===== src/design/ipcp_pkg.sv =====
// Shared types, codes and limits of the IPv4 CIDR / endpoint parser.
`default_nettype none
package ipcp_pkg;

    localparam int OCTET_MAX     = 255;
    localparam int PREFIX_MAX    = 32;
    localparam int PORT_MAX      = 65535;
    localparam int OCTET_DIGITS  = 3;
    localparam int PORT_DIGITS   = 5;
    localparam int PREFIX_DIGITS = 2;
    localparam int OCTETS        = 4;

    localparam int FIELD_W = 17;
    localparam int CFG_W   = 6;

    localparam logic ACT_CHAR = 1'b0;
    localparam logic ACT_END  = 1'b1;

    localparam logic [7:0] CH_ZERO  = 8'h30;
    localparam logic [7:0] CH_NINE  = 8'h39;
    localparam logic [7:0] CH_DOT   = 8'h2E;
    localparam logic [7:0] CH_SLASH = 8'h2F;
    localparam logic [7:0] CH_COLON = 8'h3A;

    typedef logic [0:0]       t_cfg_idx;
    typedef logic [CFG_W-1:0] t_cfg_data;

    localparam t_cfg_idx CFG_ENDPOINT_MODE  = 1'b0;
    localparam t_cfg_idx CFG_DEFAULT_PREFIX = 1'b1;

    typedef enum logic [1:0] {
        PH_ADDR   = 2'd0,
        PH_PREFIX = 2'd1,
        PH_PORT   = 2'd2
    } t_phase;

    typedef struct packed {
        logic       action;
        logic [7:0] character;
    } t_item;

    typedef struct packed {
        logic       endpoint_mode;
        logic [5:0] default_prefix;   // already saturated to 32
    } t_cfg;

    typedef struct packed {
        logic        valid_res;
        logic [31:0] address_value;
        logic [5:0]  prefix_length;
        logic [15:0] port_number;
    } t_res;

endpackage
`default_nettype wire


===== src/design/ipcp_in_if.sv =====
// Character item channel: valid/ready with action and character.
`default_nettype none
interface ipcp_in_if;
    logic       valid;
    logic       ready;
    logic       action;
    logic [7:0] character;

    modport source (output valid, output action, output character, input ready);
    modport sink   (input valid, input action, input character, output ready);
endinterface
`default_nettype wire


===== src/design/ipcp_res_if.sv =====
// Result item channel: valid/ready with the parsed address, prefix and port.
`default_nettype none
interface ipcp_res_if;
    logic        valid;
    logic        ready;
    logic        valid_res;
    logic [31:0] address_value;
    logic [5:0]  prefix_length;
    logic [15:0] port_number;

    modport source (output valid, output valid_res, output address_value,
                    output prefix_length, output port_number, input ready);
    modport sink   (input valid, input valid_res, input address_value,
                    input prefix_length, input port_number, output ready);
endinterface
`default_nettype wire


===== src/design/ipv4_cidr_endpoint_parser_unit.sv =====
// Top level of the IPv4 dotted-quad / CIDR / endpoint parser.
// Text arrives on i_item, one character item per cycle while no end item waits; the
// per-item work is a single digit multiply-accumulate and a few compares between the
// input register and the parse state. An end item closes the text and yields one result
// item on o_res via the input register, then the output register, and waits in the input
// register while a result there is not taken; the output register lets the next text start
// while a result waits. Character items produce no result. Configuration (endpoint mode,
// default prefix) resets to 0 and 32 and should be written only while no text is open.
`default_nettype none
module ipv4_cidr_endpoint_parser_unit (
    input  logic               i_clk,
    input  logic               i_rst_n,
    input  logic               i_cfg_wr_en,
    input  ipcp_pkg::t_cfg_idx  i_cfg_index,
    input  ipcp_pkg::t_cfg_data i_cfg_data,
    ipcp_in_if.sink            i_item,
    ipcp_res_if.source         o_res
);
    import ipcp_pkg::*;

    logic  r_in_vld;
    t_item r_in;
    t_cfg  w_cfg;
    t_res  w_res;
    logic  w_free;
    logic  w_adv;
    logic  w_load;
    logic  w_take;

    // a character item never waits on the output side
    assign w_adv  = r_in_vld && (r_in.action == ACT_CHAR || w_free);
    assign w_load = w_adv && r_in.action == ACT_END;
    assign i_item.ready = !r_in_vld || w_adv;
    assign w_take = i_item.valid && i_item.ready;

    always_ff @(posedge i_clk) begin
        if (!i_rst_n) begin
            r_in_vld <= 1'b0;
        end else if (w_take) begin
            r_in_vld <= 1'b1;
        end else if (w_adv) begin
            r_in_vld <= 1'b0;
        end
    end

    always_ff @(posedge i_clk) begin
        if (w_take) begin
            r_in.action    <= i_item.action;
            r_in.character <= i_item.character;
        end
    end

    ipcp_cfg u_cfg (
        .i_clk       (i_clk),
        .i_rst_n     (i_rst_n),
        .i_cfg_wr_en (i_cfg_wr_en),
        .i_cfg_index (i_cfg_index),
        .i_cfg_data  (i_cfg_data),
        .o_cfg       (w_cfg)
    );

    ipcp_parse u_parse (
        .i_clk   (i_clk),
        .i_rst_n (i_rst_n),
        .i_fire  (w_adv),
        .i_item  (r_in),
        .i_cfg   (w_cfg),
        .o_res   (w_res)
    );

    ipcp_out_buf u_out (
        .i_clk   (i_clk),
        .i_rst_n (i_rst_n),
        .i_load  (w_load),
        .i_res   (w_res),
        .o_free  (w_free),
        .o_res   (o_res)
    );

    a_in_hold: assert property (@(posedge i_clk) disable iff (!i_rst_n)
        r_in_vld && !w_adv |=> r_in_vld && $stable(r_in))
        else $error("stalled input item lost or changed");

    a_load_shows: assert property (@(posedge i_clk) disable iff (!i_rst_n)
        w_load |=> o_res.valid)
        else $error("end item gave no result");

    a_no_overwrite: assert property (@(posedge i_clk) disable iff (!i_rst_n)
        o_res.valid && !o_res.ready |-> !w_load)
        else $error("waiting result overwritten");
endmodule
`default_nettype wire


===== src/design/ipcp_cfg.sv =====
// Configuration registers: endpoint mode and default prefix.
`default_nettype none
module ipcp_cfg (
    input  logic               i_clk,
    input  logic               i_rst_n,
    input  logic               i_cfg_wr_en,
    input  ipcp_pkg::t_cfg_idx  i_cfg_index,
    input  ipcp_pkg::t_cfg_data i_cfg_data,
    output ipcp_pkg::t_cfg      o_cfg
);
    import ipcp_pkg::*;

    logic       r_mode;
    logic [5:0] r_dflt;

    always_ff @(posedge i_clk) begin
        if (!i_rst_n) begin
            r_mode <= 1'b0;
            r_dflt <= 6'(PREFIX_MAX);
        end else if (i_cfg_wr_en) begin
            case (i_cfg_index)
                CFG_ENDPOINT_MODE:  r_mode <= i_cfg_data[0];
                CFG_DEFAULT_PREFIX: begin
                    // saturate once here instead of on every result
                    if (i_cfg_data > 6'(PREFIX_MAX)) r_dflt <= 6'(PREFIX_MAX);
                    else                             r_dflt <= i_cfg_data;
                end
                default: ;
            endcase
        end
    end

    assign o_cfg.endpoint_mode  = r_mode;
    assign o_cfg.default_prefix = r_dflt;
endmodule
`default_nettype wire


===== src/design/ipcp_parse.sv =====
// Parse state and the per-character step; builds the result on an end item.
`default_nettype none
module ipcp_parse (
    input  logic           i_clk,
    input  logic           i_rst_n,
    input  logic           i_fire,
    input  ipcp_pkg::t_item i_item,
    input  ipcp_pkg::t_cfg  i_cfg,
    output ipcp_pkg::t_res  o_res
);
    import ipcp_pkg::*;

    t_phase             r_phase, n_phase;
    logic [2:0]         r_octets, n_octets;
    logic [2:0]         r_digits, n_digits;
    logic [FIELD_W-1:0] r_field, n_field;
    logic [31:0]        r_shift, n_shift;
    logic               r_slash, n_slash;
    logic [5:0]         r_pfx, n_pfx;
    logic               r_err, n_err;

    logic               w_is_digit;
    logic [FIELD_W-1:0] w_field_acc;
    logic [2:0]         w_limit;
    logic               w_addr_ok;
    logic               w_pfx_ok;
    logic [31:0]        w_addr_closed;
    logic               w_ok;
    logic               w_end_ok;

    assign w_is_digit    = (i_item.character >= CH_ZERO) && (i_item.character <= CH_NINE);
    // field * 10 + digit
    assign w_field_acc   = {r_field[FIELD_W-4:0], 3'b000} + {r_field[FIELD_W-2:0], 1'b0}
                         + FIELD_W'(i_item.character[3:0]);
    assign w_addr_ok     = (r_digits != 3'd0) && (r_field <= FIELD_W'(OCTET_MAX))
                         && (r_octets == 3'(OCTETS - 1));
    assign w_pfx_ok      = (r_digits != 3'd0) && (r_field <= FIELD_W'(PREFIX_MAX));
    assign w_addr_closed = {r_shift[23:0], r_field[7:0]};

    always_comb begin
        case (r_phase)
            PH_ADDR:   w_limit = 3'(OCTET_DIGITS);
            PH_PREFIX: w_limit = 3'(PREFIX_DIGITS);
            PH_PORT:   w_limit = 3'(PORT_DIGITS);
            default:   w_limit = 3'd0;
        endcase
    end

    // next state for a character item, or the clear after an end item
    always_comb begin
        n_phase  = r_phase;
        n_octets = r_octets;
        n_digits = r_digits;
        n_field  = r_field;
        n_shift  = r_shift;
        n_slash  = r_slash;
        n_pfx    = r_pfx;
        n_err    = r_err;
        w_ok     = 1'b1;
        if (i_item.action == ACT_END) begin
            n_phase  = PH_ADDR;
            n_octets = 3'd0;
            n_digits = 3'd0;
            n_field  = '0;
            n_shift  = '0;
            n_slash  = 1'b0;
            n_pfx    = '0;
            n_err    = 1'b0;
        end else if (!r_err) begin
            if (w_is_digit) begin
                if (r_digits >= w_limit) begin
                    w_ok = 1'b0;
                end else begin
                    n_digits = r_digits + 3'd1;
                    n_field  = w_field_acc;
                end
            end else if (i_item.character == CH_DOT) begin
                if (r_phase != PH_ADDR || r_digits == 3'd0
                        || r_field > FIELD_W'(OCTET_MAX)
                        || r_octets >= 3'(OCTETS - 1)) begin
                    w_ok = 1'b0;
                end else begin
                    n_shift  = w_addr_closed;
                    n_octets = r_octets + 3'd1;
                    n_digits = 3'd0;
                    n_field  = '0;
                end
            end else if (i_item.character == CH_SLASH) begin
                if (r_phase != PH_ADDR || !w_addr_ok) begin
                    w_ok = 1'b0;
                end else begin
                    n_shift  = w_addr_closed;
                    n_octets = 3'(OCTETS);
                    n_digits = 3'd0;
                    n_field  = '0;
                    n_phase  = PH_PREFIX;
                    n_slash  = 1'b1;
                    n_pfx    = '0;
                end
            end else if (i_item.character == CH_COLON) begin
                if (!i_cfg.endpoint_mode || r_phase == PH_PORT) begin
                    w_ok = 1'b0;
                end else if (r_phase == PH_ADDR) begin
                    w_ok = w_addr_ok;
                    if (w_addr_ok) begin
                        n_shift  = w_addr_closed;
                        n_octets = 3'(OCTETS);
                        n_digits = 3'd0;
                        n_field  = '0;
                        n_phase  = PH_PORT;
                    end
                end else begin
                    w_ok = w_pfx_ok;
                    if (w_pfx_ok) begin
                        n_slash  = 1'b1;
                        n_pfx    = r_field[5:0];
                        n_digits = 3'd0;
                        n_field  = '0;
                        n_phase  = PH_PORT;
                    end
                end
            end else begin
                w_ok = 1'b0;
            end
            if (!w_ok) n_err = 1'b1;
        end
    end

    // result for an end item, taken from the state before the clear
    always_comb begin
        o_res.address_value = r_shift;
        o_res.port_number   = '0;
        if (r_slash) o_res.prefix_length = r_pfx;
        else         o_res.prefix_length = i_cfg.default_prefix;
        case (r_phase)
            PH_ADDR: begin
                w_end_ok            = w_addr_ok && !i_cfg.endpoint_mode;
                o_res.address_value = w_addr_closed;
            end
            PH_PREFIX: begin
                w_end_ok            = w_pfx_ok && !i_cfg.endpoint_mode;
                o_res.prefix_length = r_field[5:0];
            end
            PH_PORT: begin
                w_end_ok = i_cfg.endpoint_mode && (r_digits != 3'd0)
                         && (r_field != '0) && (r_field <= FIELD_W'(PORT_MAX));
                o_res.port_number = r_field[15:0];
            end
            default: w_end_ok = 1'b0;
        endcase
        o_res.valid_res = w_end_ok && !r_err;
        if (!o_res.valid_res) begin
            o_res.address_value = '0;
            o_res.prefix_length = '0;
            o_res.port_number   = '0;
        end
    end

    always_ff @(posedge i_clk) begin
        if (!i_rst_n) begin
            r_phase  <= PH_ADDR;
            r_octets <= 3'd0;
            r_digits <= 3'd0;
            r_field  <= '0;
            r_shift  <= '0;
            r_slash  <= 1'b0;
            r_pfx    <= '0;
            r_err    <= 1'b0;
        end else if (i_fire) begin
            r_phase  <= n_phase;
            r_octets <= n_octets;
            r_digits <= n_digits;
            r_field  <= n_field;
            r_shift  <= n_shift;
            r_slash  <= n_slash;
            r_pfx    <= n_pfx;
            r_err    <= n_err;
        end
    end

    a_end_clears: assert property (@(posedge i_clk) disable iff (!i_rst_n)
        i_fire && i_item.action == ACT_END |=>
            r_phase == PH_ADDR && r_octets == 3'd0 && r_digits == 3'd0 && !r_err && !r_slash)
        else $error("parse state not cleared after end item");

    a_err_sticky: assert property (@(posedge i_clk) disable iff (!i_rst_n)
        r_err && !(i_fire && i_item.action == ACT_END) |=> r_err)
        else $error("error flag dropped before end item");

    a_addr_closed: assert property (@(posedge i_clk) disable iff (!i_rst_n)
        r_phase != PH_ADDR |-> r_octets == 3'(OCTETS))
        else $error("left address phase without four octets");
endmodule
`default_nettype wire


===== src/design/ipcp_out_buf.sv =====
// Output register holding one result item until the sink takes it.
`default_nettype none
module ipcp_out_buf (
    input  logic            i_clk,
    input  logic            i_rst_n,
    input  logic            i_load,
    input  ipcp_pkg::t_res   i_res,
    output logic            o_free,
    ipcp_res_if.source      o_res
);
    import ipcp_pkg::*;

    logic r_vld;
    t_res r_res;

    assign o_free = !r_vld || o_res.ready;

    always_ff @(posedge i_clk) begin
        if (!i_rst_n) begin
            r_vld <= 1'b0;
        end else if (i_load) begin
            r_vld <= 1'b1;
        end else if (o_res.ready) begin
            r_vld <= 1'b0;
        end
    end

    always_ff @(posedge i_clk) begin
        if (i_load) r_res <= i_res;
    end

    assign o_res.valid         = r_vld;
    assign o_res.valid_res     = r_res.valid_res;
    assign o_res.address_value = r_res.address_value;
    assign o_res.prefix_length = r_res.prefix_length;
    assign o_res.port_number   = r_res.port_number;
endmodule
`default_nettype wire


===== src/flat_wrapper.sv =====
// flat-port wrapper written by rule: the top's interface ports become plain ports
module ipv4_cidr_endpoint_parser_unit_flat import ipcp_pkg::*;
  (i_clk, i_rst_n, i_cfg_wr_en, i_cfg_index, i_cfg_data, i_item_valid, i_item_action, i_item_character, i_item_ready, o_res_valid, o_res_valid_res, o_res_address_value, o_res_prefix_length, o_res_port_number, o_res_ready);
  ipcp_in_if i_item_i ();
  ipcp_res_if o_res_i ();
  input  logic i_clk;
  input  logic i_rst_n;
  input  logic i_cfg_wr_en;
  input  ipcp_pkg::t_cfg_idx i_cfg_index;
  input  ipcp_pkg::t_cfg_data i_cfg_data;
  input wire logic [$bits(i_item_i.valid)-1:0] i_item_valid;
  input wire logic [$bits(i_item_i.action)-1:0] i_item_action;
  input wire logic [$bits(i_item_i.character)-1:0] i_item_character;
  output wire logic [$bits(i_item_i.ready)-1:0] i_item_ready;
  output wire logic [$bits(o_res_i.valid)-1:0] o_res_valid;
  output wire logic [$bits(o_res_i.valid_res)-1:0] o_res_valid_res;
  output wire logic [$bits(o_res_i.address_value)-1:0] o_res_address_value;
  output wire logic [$bits(o_res_i.prefix_length)-1:0] o_res_prefix_length;
  output wire logic [$bits(o_res_i.port_number)-1:0] o_res_port_number;
  input wire logic [$bits(o_res_i.ready)-1:0] o_res_ready;
  assign i_item_i.valid = i_item_valid;
  assign i_item_i.action = i_item_action;
  assign i_item_i.character = i_item_character;
  assign i_item_ready = i_item_i.ready;
  assign o_res_valid = o_res_i.valid;
  assign o_res_valid_res = o_res_i.valid_res;
  assign o_res_address_value = o_res_i.address_value;
  assign o_res_prefix_length = o_res_i.prefix_length;
  assign o_res_port_number = o_res_i.port_number;
  assign o_res_i.ready = o_res_ready;
  ipv4_cidr_endpoint_parser_unit u_core (.i_clk(i_clk), .i_rst_n(i_rst_n), .i_cfg_wr_en(i_cfg_wr_en), .i_cfg_index(i_cfg_index), .i_cfg_data(i_cfg_data), .i_item(i_item_i), .o_res(o_res_i));
endmodule

===== config.mk =====
export PLATFORM = sky130hd
export DESIGN_NAME = ipv4_cidr_endpoint_parser_unit_flat
export DESIGN_NICKNAME = d
export VERILOG_FILES = /design/src/design/ipcp_pkg.sv /design/src/design/ipcp_in_if.sv /design/src/design/ipcp_res_if.sv /design/src/design/ipv4_cidr_endpoint_parser_unit.sv /design/src/design/ipcp_cfg.sv /design/src/design/ipcp_parse.sv /design/src/design/ipcp_out_buf.sv /design/src/flat_wrapper.sv
export SDC_FILE = /design/constraint.sdc
export NUM_CORES = 1
export LEC_CHECK = 0
export BUFFER_PORTS_ARGS = -buffer_cell sky130_fd_sc_hd__buf_2
export CELL_PAD_IN_SITES_DETAIL_PLACEMENT = 1
export CELL_PAD_IN_SITES_GLOBAL_PLACEMENT = 2
export CORE_UTILIZATION = 38
export DETAILED_ROUTE_END_ITERATION = 8
export PLACE_DENSITY_LB_ADDON = 0.1
export SLEW_MARGIN = 20
export SYNTH_ARGS = -nofsm -noshare
export SYNTH_HDL_FRONTEND = slang
export SYNTH_SLANG_ARGS = --single-unit

===== constraint.sdc =====
create_clock -name i_clk -period 3.3 [get_ports i_clk]
set_input_delay 0.165 -clock i_clk [delete_from_list [all_inputs] [get_ports i_clk]]
set_output_delay 0.165 -clock i_clk [all_outputs]
set_load 0.02 [all_outputs]

==> summary.md, run 1 <==
| Metric | Value |
|---|---|
| Min cycle time layout | `just over 3000 ps` |
| Final setup viols | `0` |
| Post-layout util | `between 40% and 50%` |
| Via density | `roughly 5.2` |
| Hold_sp | `i_cfg_index` |
| Top-count cell post-synth | `nand2_1` |
| Fraction of registers with async set/reset | `0%` |
| Layout Cells excl Fill | `about 920` |
| Fill cells | `~1800` |
| Slew margin rel. | `between 30% and 40%` |
| Die Span X | `about 130 µm` |
| Clock skew | `about 12 ps` |
| R2R cell count | `13` |
| CP Class | `flip-flop to flip-flop` |
| Clock-pin slew on the worst setup and hold paths | `approximately 60 ps` |
| First-pass GRT wire length | `about 27000 µm` |
| Commonest cells in the netlist | `80 x nand2_1, 74 x dfxtp_1, 64 x edfxtp_1` |
| Critical path's slowest cell | `dfxtp_1` |
| WL final | `16100 µm` |
| Most used cell, CP | `ha_1` |
| Share of layout cells above drive strength 1 | `between 20% and 30%` |
| Crit share post-route | `between 90% and 100%` |
| Total CTS buffers | `17` |
| Clock Path Buffers | `2` |
| Placed cells | `874` |
| Status | `finished clean` |
| Hold Path Class | `input port to flip-flop` |
| Dpl hpwl | `about 11000 µm` |
| Worst-path maximum fanout | `9` |
| H-tree Lvls | `4` |
| Vias | `between 4000 and 5000` |
| Mean Syn Cell Area | `between 10 and 15 µm²` |
| Total gr overflow | `0` |
| CORE AREA | `~16000 µm²` |
| Clock root buffer | `clkbuf_16` |
| GP Congestion | `~0.8` |
| Max_cap viols | `0` |
| Reg2reg start | `u_core.u_parse.r_field[1]` |
| Crit path capture type | `flip-flop` |
| Netlist cell types | `56` |
| Syn_nets | `between 600 and 700` |
| Hold buffers post-CTS | `10` |
| YS warnings | `0` |
| Worst path required time | `about 3600 ps` |
| Number of synthesized register bits | `138` |
| EDFF count, synth | `64` |
| Die ar. | `roughly 17000 µm²` |
| PostCTS Resize Cnt | `0` |
| Die Height | `about 130 µm` |
| Setup WS pre-CTS | `246 ps` |
| Post-Syn Instances | `592` |
| Routed wire length per instance | `about 18 µm` |
| Post-synthesis sequential area ratio | `a little over half` |
| Starting density of the core | `between 30% and 40%` |
| Skew-Pair Late Insertion Delay | `around 420 ps` |
| Initial detailed-routing violation count | `roughly 230` |
| Pwr dens | `roughly 490 nW/µm²` |
| N_diodes | `0` |
| WP data arrival | `approximately 3400 ps` |
| Worst slew pin tran | `roughly 940 ps` |
| Synth Cell Area | `approximately 6400 µm²` |
| GRT Total Usage | `19.7%` |
| Critical Path Source | `u_core.u_parse.r_field[1]` |
| Crit-path cells | `ha_1 > ha_1 > inv_1 > fa_1 > nor2b_1 > o31a_1 > o41ai_1 > buf_4 > o211ai_1 > a31o_2 > a21oi_1 > xnor2_1 > a22o_1` |
| Fmax | `around 330 MHz` |
| Fin. max-slew vios | `0` |
| Number of nets in the layout | `roughly 750` |
| Vias in the first global route | `~5000` |
| Max stage delay on crit path | `~560 ps` |
| # DRC | `0` |
| CTS tree | `built` |
| Dominant cells by area after synthesis | `edfxtp_1 30%, dfxtp_1 23%, a22o_1 7.7%` |
| Share of Yosys cell area claimed by the top area cell type | `between 30 and 40%` |
| Sink Count | `138` |
| VDD IR-drop max | `around 0.38 mV` |
| Setup TNS | `0 ps` |
| Layout overhead on the synthesized area | `21.2%` |
| Largest net degree at the start of global routing | `57` |
| IO Pins | `78` |
| WHS Path Cells | `3` |
| Initial antenna violation count | `0` |
| First drt pass iteration count | `4` |
| FP Rows | `46` |
| Ys flop type | `dfxtp_1` |
| RSZ-0062 raised after global routing | `no` |
| CP Launch Type | `flip-flop` |
| Final hold violation count | `0` |
| Fin worst setup slack | `223 ps` |
| Lkg Pwr | `just over 3 nW` |
| Post-CTS Setup Inserts | `0` |
| Port bufs | `between 70 and 80` |
| ANT nets after route | `0` |
| Area leader, netlist | `edfxtp_1` |
## critical path, delay by kind of cell, from the launching register on
kind            cells  cell delay, ps
compound gates      6            1270
xor+xnor            1              80
fa+ha+maj           3             740
buf+inv             2             250
flops               1             560
simple gates        1              70
## logic make-up (layout without fill, tap and decap cells)
| family | after synthesis | after routing | share of synthesized area [%] |
|---|---|---|---|
| XOR/XNOR | 14 | 14 | 1.93 |
| AND/OR/NAND/NOR | 195 | 195 | 15.3 |
| flip-flops | 138 | 138 | 53.5 |
| AO/OA/AOI/OAI | 156 | 156 | 17.4 |
| multiplexers | 8 | 8 | 1.26 |
| adder cells (fa/ha/maj) | 37 | 37 | 7.52 |
| buffers and inverters | 44 | 152 | 3.07 |
## placed cells by master (no fill, tap or decap), types with 6 or more instances in the layout
master and count:
buf_4 19, dlygate4sd3_1 10, a211oi_1 8, a22o_1 56, nor2_1 29, clkbuf_16 17
mux2i_1 8, nand2_1 80, nand3_1 12, xnor2_1 11, nor3_1 7, o21ai_0 12
edfxtp_1 64, buf_2 77, nor2b_1 11, inv_1 12, a21oi_1 47, nor3b_1 7
and2_1 18, ha_1 35, nand2b_1 6, dfxtp_1 74
## metrics by stage
| step | instance area [µm²] | hold slack [ps] | power, mW |
|---|---|---|---|
| CTS | 7700 | 2.66 | 3.85 |
| floorplan | 6360 | 264 | 1.96 |
| global placement | 7040 | 342 | 2.01 |
| detailed placement | 7040 | 343 | 2.01 |
| global route | 7700 | 37.1 | 3.94 |
| finish | 7700 | 20.6 | 3.80 |
## per-layer routing
layer	vias to the layer above	GRT usage, %	share of wire, %	wire length, µm
li1	2358	-	-	-
met1	2364	25.5	48	7760
met2	63	32.7	49	7880
met3	7	4.86	2.5	404
met4	0	5.23	0.51	83
met5	-	0	0	0
## where the power goes
| group | switching [mW] | total, mW | internal (mW) |
|---|---|---|---|
| clock | 0.775 | 1.82 | 1.05 |
| sequential | 0.0173 | 1.83 | 1.81 |
| combinational | 0.102 | 0.152 | 0.0501 |
| total | 0.894 | 3.80 | 2.91 |
## registers in the layout, summed over array words and instances, names as in the netlist, 2 cells and up
register                          count
u_core.u_parse.r_phase                2
u_core.u_parse.r_pfx                  6
u_core.u_parse.r_shift               32
u_core.u_parse.r_octets               3
u_core.u_parse.r_field               17
u_core.u_out.o_res.port_number       16
u_core.r_in                           9
u_core.u_out.o_res.address_value     32
u_core.u_out.o_res.prefix_length      6
u_core.u_cfg.r_dflt                   6
u_core.u_parse.r_digits               3
## area by class of cell
class                      instances  area [µm²]  share of cell area (%)
tap                              216         270                    3.51
multi-input combinational        410        2770                    35.9
clock inverter                    15         141                    1.84
inverter                          13        48.8                   0.633
timing repair buffer             107         648                    8.41
clock buffer                      17         425                    5.52
sequential                       138        3400                    44.2
## path summary, 6_finish.rpt
path / end / slack, ps
min reg2reg: u_core.u_parse.r_shift[29] / 480
max: u_core.u_parse.r_field[16] / 220
min: u_core.u_cfg.r_dflt[5] / 20
max reg2reg: u_core.u_parse.r_field[16] / 220
No activity file was read; power rests on OpenSTA's default activity.
==> inputs of run 2 (changes only) <==
--- a/config.mk
+++ b/config.mk
@@ -5,10 +5,11 @@
 export SDC_FILE = /design/constraint.sdc
 export NUM_CORES = 1
 export LEC_CHECK = 0
+export ABC_AREA = 1
 export BUFFER_PORTS_ARGS = -buffer_cell sky130_fd_sc_hd__buf_2
 export CELL_PAD_IN_SITES_DETAIL_PLACEMENT = 1
 export CELL_PAD_IN_SITES_GLOBAL_PLACEMENT = 2
-export CORE_UTILIZATION = 38
+export CORE_UTILIZATION = 30
 export DETAILED_ROUTE_END_ITERATION = 8
 export PLACE_DENSITY_LB_ADDON = 0.1
 export SLEW_MARGIN = 20
==> run 2 against run 1 <==
Clock skew fell by 5.1 ps; worst setup slack better by 510 ps; sequential power up 4%; sequential cell count did not move; final cell count grew 48%; cell area rose by 14%; register-to-register slack gained 510 ps; non-clock buffer count shrank 1; die area grew 46%; wire length up 28%; core utilization shrank 11 points.
==> summary.md, run 2 <==
| Metric | Value |
|---|---|
| Vias | `around 6300` |
| Area occupied by multi-input gates | `approximately 3300 µm²` |
| Post-synthesis sequential area ratio | `a little under half` |
| Post-Syn Instances | `946` |
| Crit share post-route | `between 70 and 80%` |
| Switching power | `about 1.1 mW` |
| Routed wire length per instance | `about 15 µm` |
| Via density | `about 4.6` |
| IO Pins | `between 70 and 80` |
| Hold WS | `roughly 16 ps` |
| Min cycle time layout | `2560 ps` |
| EDFF count, synth | `64` |
| ANT nets after route | `0` |
| Commonest cells in the netlist | `186 x nor2_1, 161 x nand2_1, 113 x inv_1` |
| Most used cell, CP | `nand3_1` |
| Skew-Pair Late Insertion Delay | `~430 ps` |
| Netlist cell types | `37` |
| Clock-pin slew on the worst setup and hold paths | `around 60 ps` |
| Worst slew pin tran | `~780 ps` |
| CP Launch Type | `flip-flop` |
| # DRC | `0` |
| Sequential share of power | `about 45%` |
| GP Congestion | `between 0.7 and 0.8` |
| Fill cells | `2917` |
| Mean Syn Cell Area | `about 7.8 µm²` |
| Number of nets in the layout | `about 1100` |
| H-tree Lvls | `4` |
| Worst path required time | `around 3600 ps` |
| Vias in the first global route | `6388` |
| Setup TNS | `0 ps` |
| Sw frac | `a little over a quarter` |
| Layout overhead on the synthesized area | `19.0%` |
| Clock Path Buffers | `2` |
| N_diodes | `0` |
| Number of synthesized register bits | `~140` |
| First-pass GRT wire length | `between 30000 and 40000 µm` |
| Initial antenna violation count | `0` |
| Worst-path maximum fanout | `7` |
| Most frequent cells in the layout | `186 x nor2_1, 161 x nand2_1, 112 x inv_1` |
| Die ar. | `25200 µm²` |
| Synth Cell Area | `between 7000 and 8000 µm²` |
| GRT Total Usage | `between 10% and 20%` |
| Post-CTS Setup Inserts | `0` |
| Register Area | `3400 µm²` |
| Fmax | `about 390 MHz` |
| Pwr dens | `476 nW/µm²` |
| Clock skew | `slightly below 7 ps` |
| Slew margin rel. | `between 40 and 50%` |
| Final setup viols | `0` |
| Die Span X | `roughly 160 µm` |
| Dpl hpwl | `between 10000 and 15000 µm` |
| Port bufs | `77` |
| RSZ-0062 raised after global routing | `no` |
| Share of Yosys cell area claimed by the top area cell type | `between 20% and 30%` |
| Max_cap viols | `0` |
| Final hold violation count | `0` |
| Crit-path cells | `fa_1 > inv_1 > fa_1 > inv_1 > nand3_1 > nand3_1 > nand3_1 > nand3_1 > nand2_1 > nand3_1 > nor2_1 > nand3_1 > a21oi_1` |
| Dominant cells by area after synthesis | `edfxtp_1 26%, dfxtp_1 20%, nor2_1 9.5%` |
| CTS tree | `built` |
| Lkg Pwr | `3.72 nW` |
| WP data arrival | `between 2000 and 3000 ps` |
| Critical path's slowest cell | `fa_1` |
| YS warnings | `0` |
| Starting density of the core | `a little under a third` |
| Top-count cell post-synth | `nor2_1` |
| WL final | `between 20000 and 25000 µm` |
| Status | `finished clean` |
| CORE AREA | `23800 µm²` |
| Clock power frac | `between 40% and 50%` |
| Ys flop type | `dfxtp_1` |
| Fin. max-slew vios | `0` |
| Largest net degree at the start of global routing | `65` |
| CP Class | `flip-flop to flip-flop` |
| Total gr overflow | `0` |
| Max stage delay on crit path | `just under 600 ps` |
| Hold Path Class | `input port to flip-flop` |
| Initial detailed-routing violation count | `approximately 390` |
| Area leader, netlist | `edfxtp_1` |
| FP Rows | `56` |
| Commonest non-fill, non-tap cell in the layout | `nor2_1` |
| Pint | `roughly 3.0 mW` |
| Sink Count | `around 140` |
| Share of layout cells above drive strength 1 | `14.5%` |
| Syn_nets | `around 1000` |
| Die Height | `between 150 and 200 µm` |
| VDD IR-drop max | `0.297 mV` |
| PostCTS Resize Cnt | `0` |
| Total CTS buffers | `17` |
| Fraction of registers with async set/reset | `0%` |
| Combinational share of power | `9.4%` |
| First drt pass iteration count | `5` |
| Crit path capture type | `flip-flop` |
| Clock root buffer | `clkbuf_16` |
[run 2: cell count changes in the layout (fill, tap and decap cells not counted), sizes merged, moves of 24 or more]
| cell | delta |
|---|---|
| a211oi | +24 |
| a22o | -56 |
| inv | +105 |
| nand2 | +82 |
| nand3 | +50 |
| nor2 | +171 |
| o21ai | +41 |
[run 2: per-layer routing]
metal,wire length [µm],GRT usage (%)
met1,10400,24.1
met2,9550,29.3
met3,512,2.86
met4,214,4.53
met5,0,0
[run 2: kinds of logic after synthesis]
kind of cell	Yosys count	share of synthesized area, %
buf+inv	164	9.34
fa+ha+maj	37	6.49
simple gates	457	26.0
xor+xnor	8	0.951
flops	138	46.2
compound gates	142	11.1
[run 2: metrics by stage]
step / instance area, µm² / cells / worst slack (ps) / utilization [%] / power [mW]
floorplan: 7370 / 946 / 992 / - / 2.20
global placement: 8050 / 1313 / 772 / 33.9 / 2.32
detailed placement: 8050 / 1313 / 707 / 33.9 / 2.32
CTS: 8760 / 1358 / 692 / 36.9 / 4.21
global route: 8760 / 1358 / 475 / 36.9 / 4.35
finish: 8760 / 1358 / 737 / 36.9 / 4.17
[run 2: what timing repair did]
item | in CTS | in global routing
endpoints found under the hold margin | 13 | 0
endpoints found under the setup margin | 0 | 0
hold buffers | 13 | 0
[run 2: power groups by stage]
| stage | sequential (mW) | clock (mW) | combinational, mW |
|---|---|---|---|
| 5_1_grt | 1.91 | 2.00 | 0.447 |
| 2_1_floorplan | 1.95 | 0 | 0.256 |
| 6_report | 1.90 | 1.89 | 0.393 |
| 4_1_cts | 1.90 | 1.92 | 0.400 |
| 3_5_place_dp | 1.93 | 0 | 0.386 |
| 3_3_place_gp | 1.93 | 0 | 0.384 |
[run 2: area by class of cell]
class	count	share of cell area, %
Clock buffer	20	5.45
Tap cell	319	4.55
Sequential cell	138	38.8
Timing Repair Buffer	106	7.40
Multi-Input combinational cell	644	37.4
Clock inverter	12	1.19
Inverter	119	5.15
[run 2: worst max-delay path: cells and delay by family (launching register included)]
family | cells | cell delay (ps)
AO/OA/AOI/OAI | 1 | 60
adder cells (fa/ha/maj) | 2 | 1040
buffers and inverters | 2 | 180
flip-flops | 1 | 410
AND/OR/NAND/NOR | 8 | 710
[run 2: path summary, 6_finish.rpt]
path                        startpoint                    endpoint  slack (ps)  cells after the start
max          u_core.u_parse.r_field[0]  u_core.u_parse.r_field[14]         740                     13
min                        i_cfg_wr_en         u_core.u_cfg.r_mode          20                      3
max reg2reg  u_core.u_parse.r_field[0]  u_core.u_parse.r_field[14]         740                     13
min reg2reg    u_core.u_parse.r_pfx[0]     u_core.u_parse.r_pfx[0]         460                      2
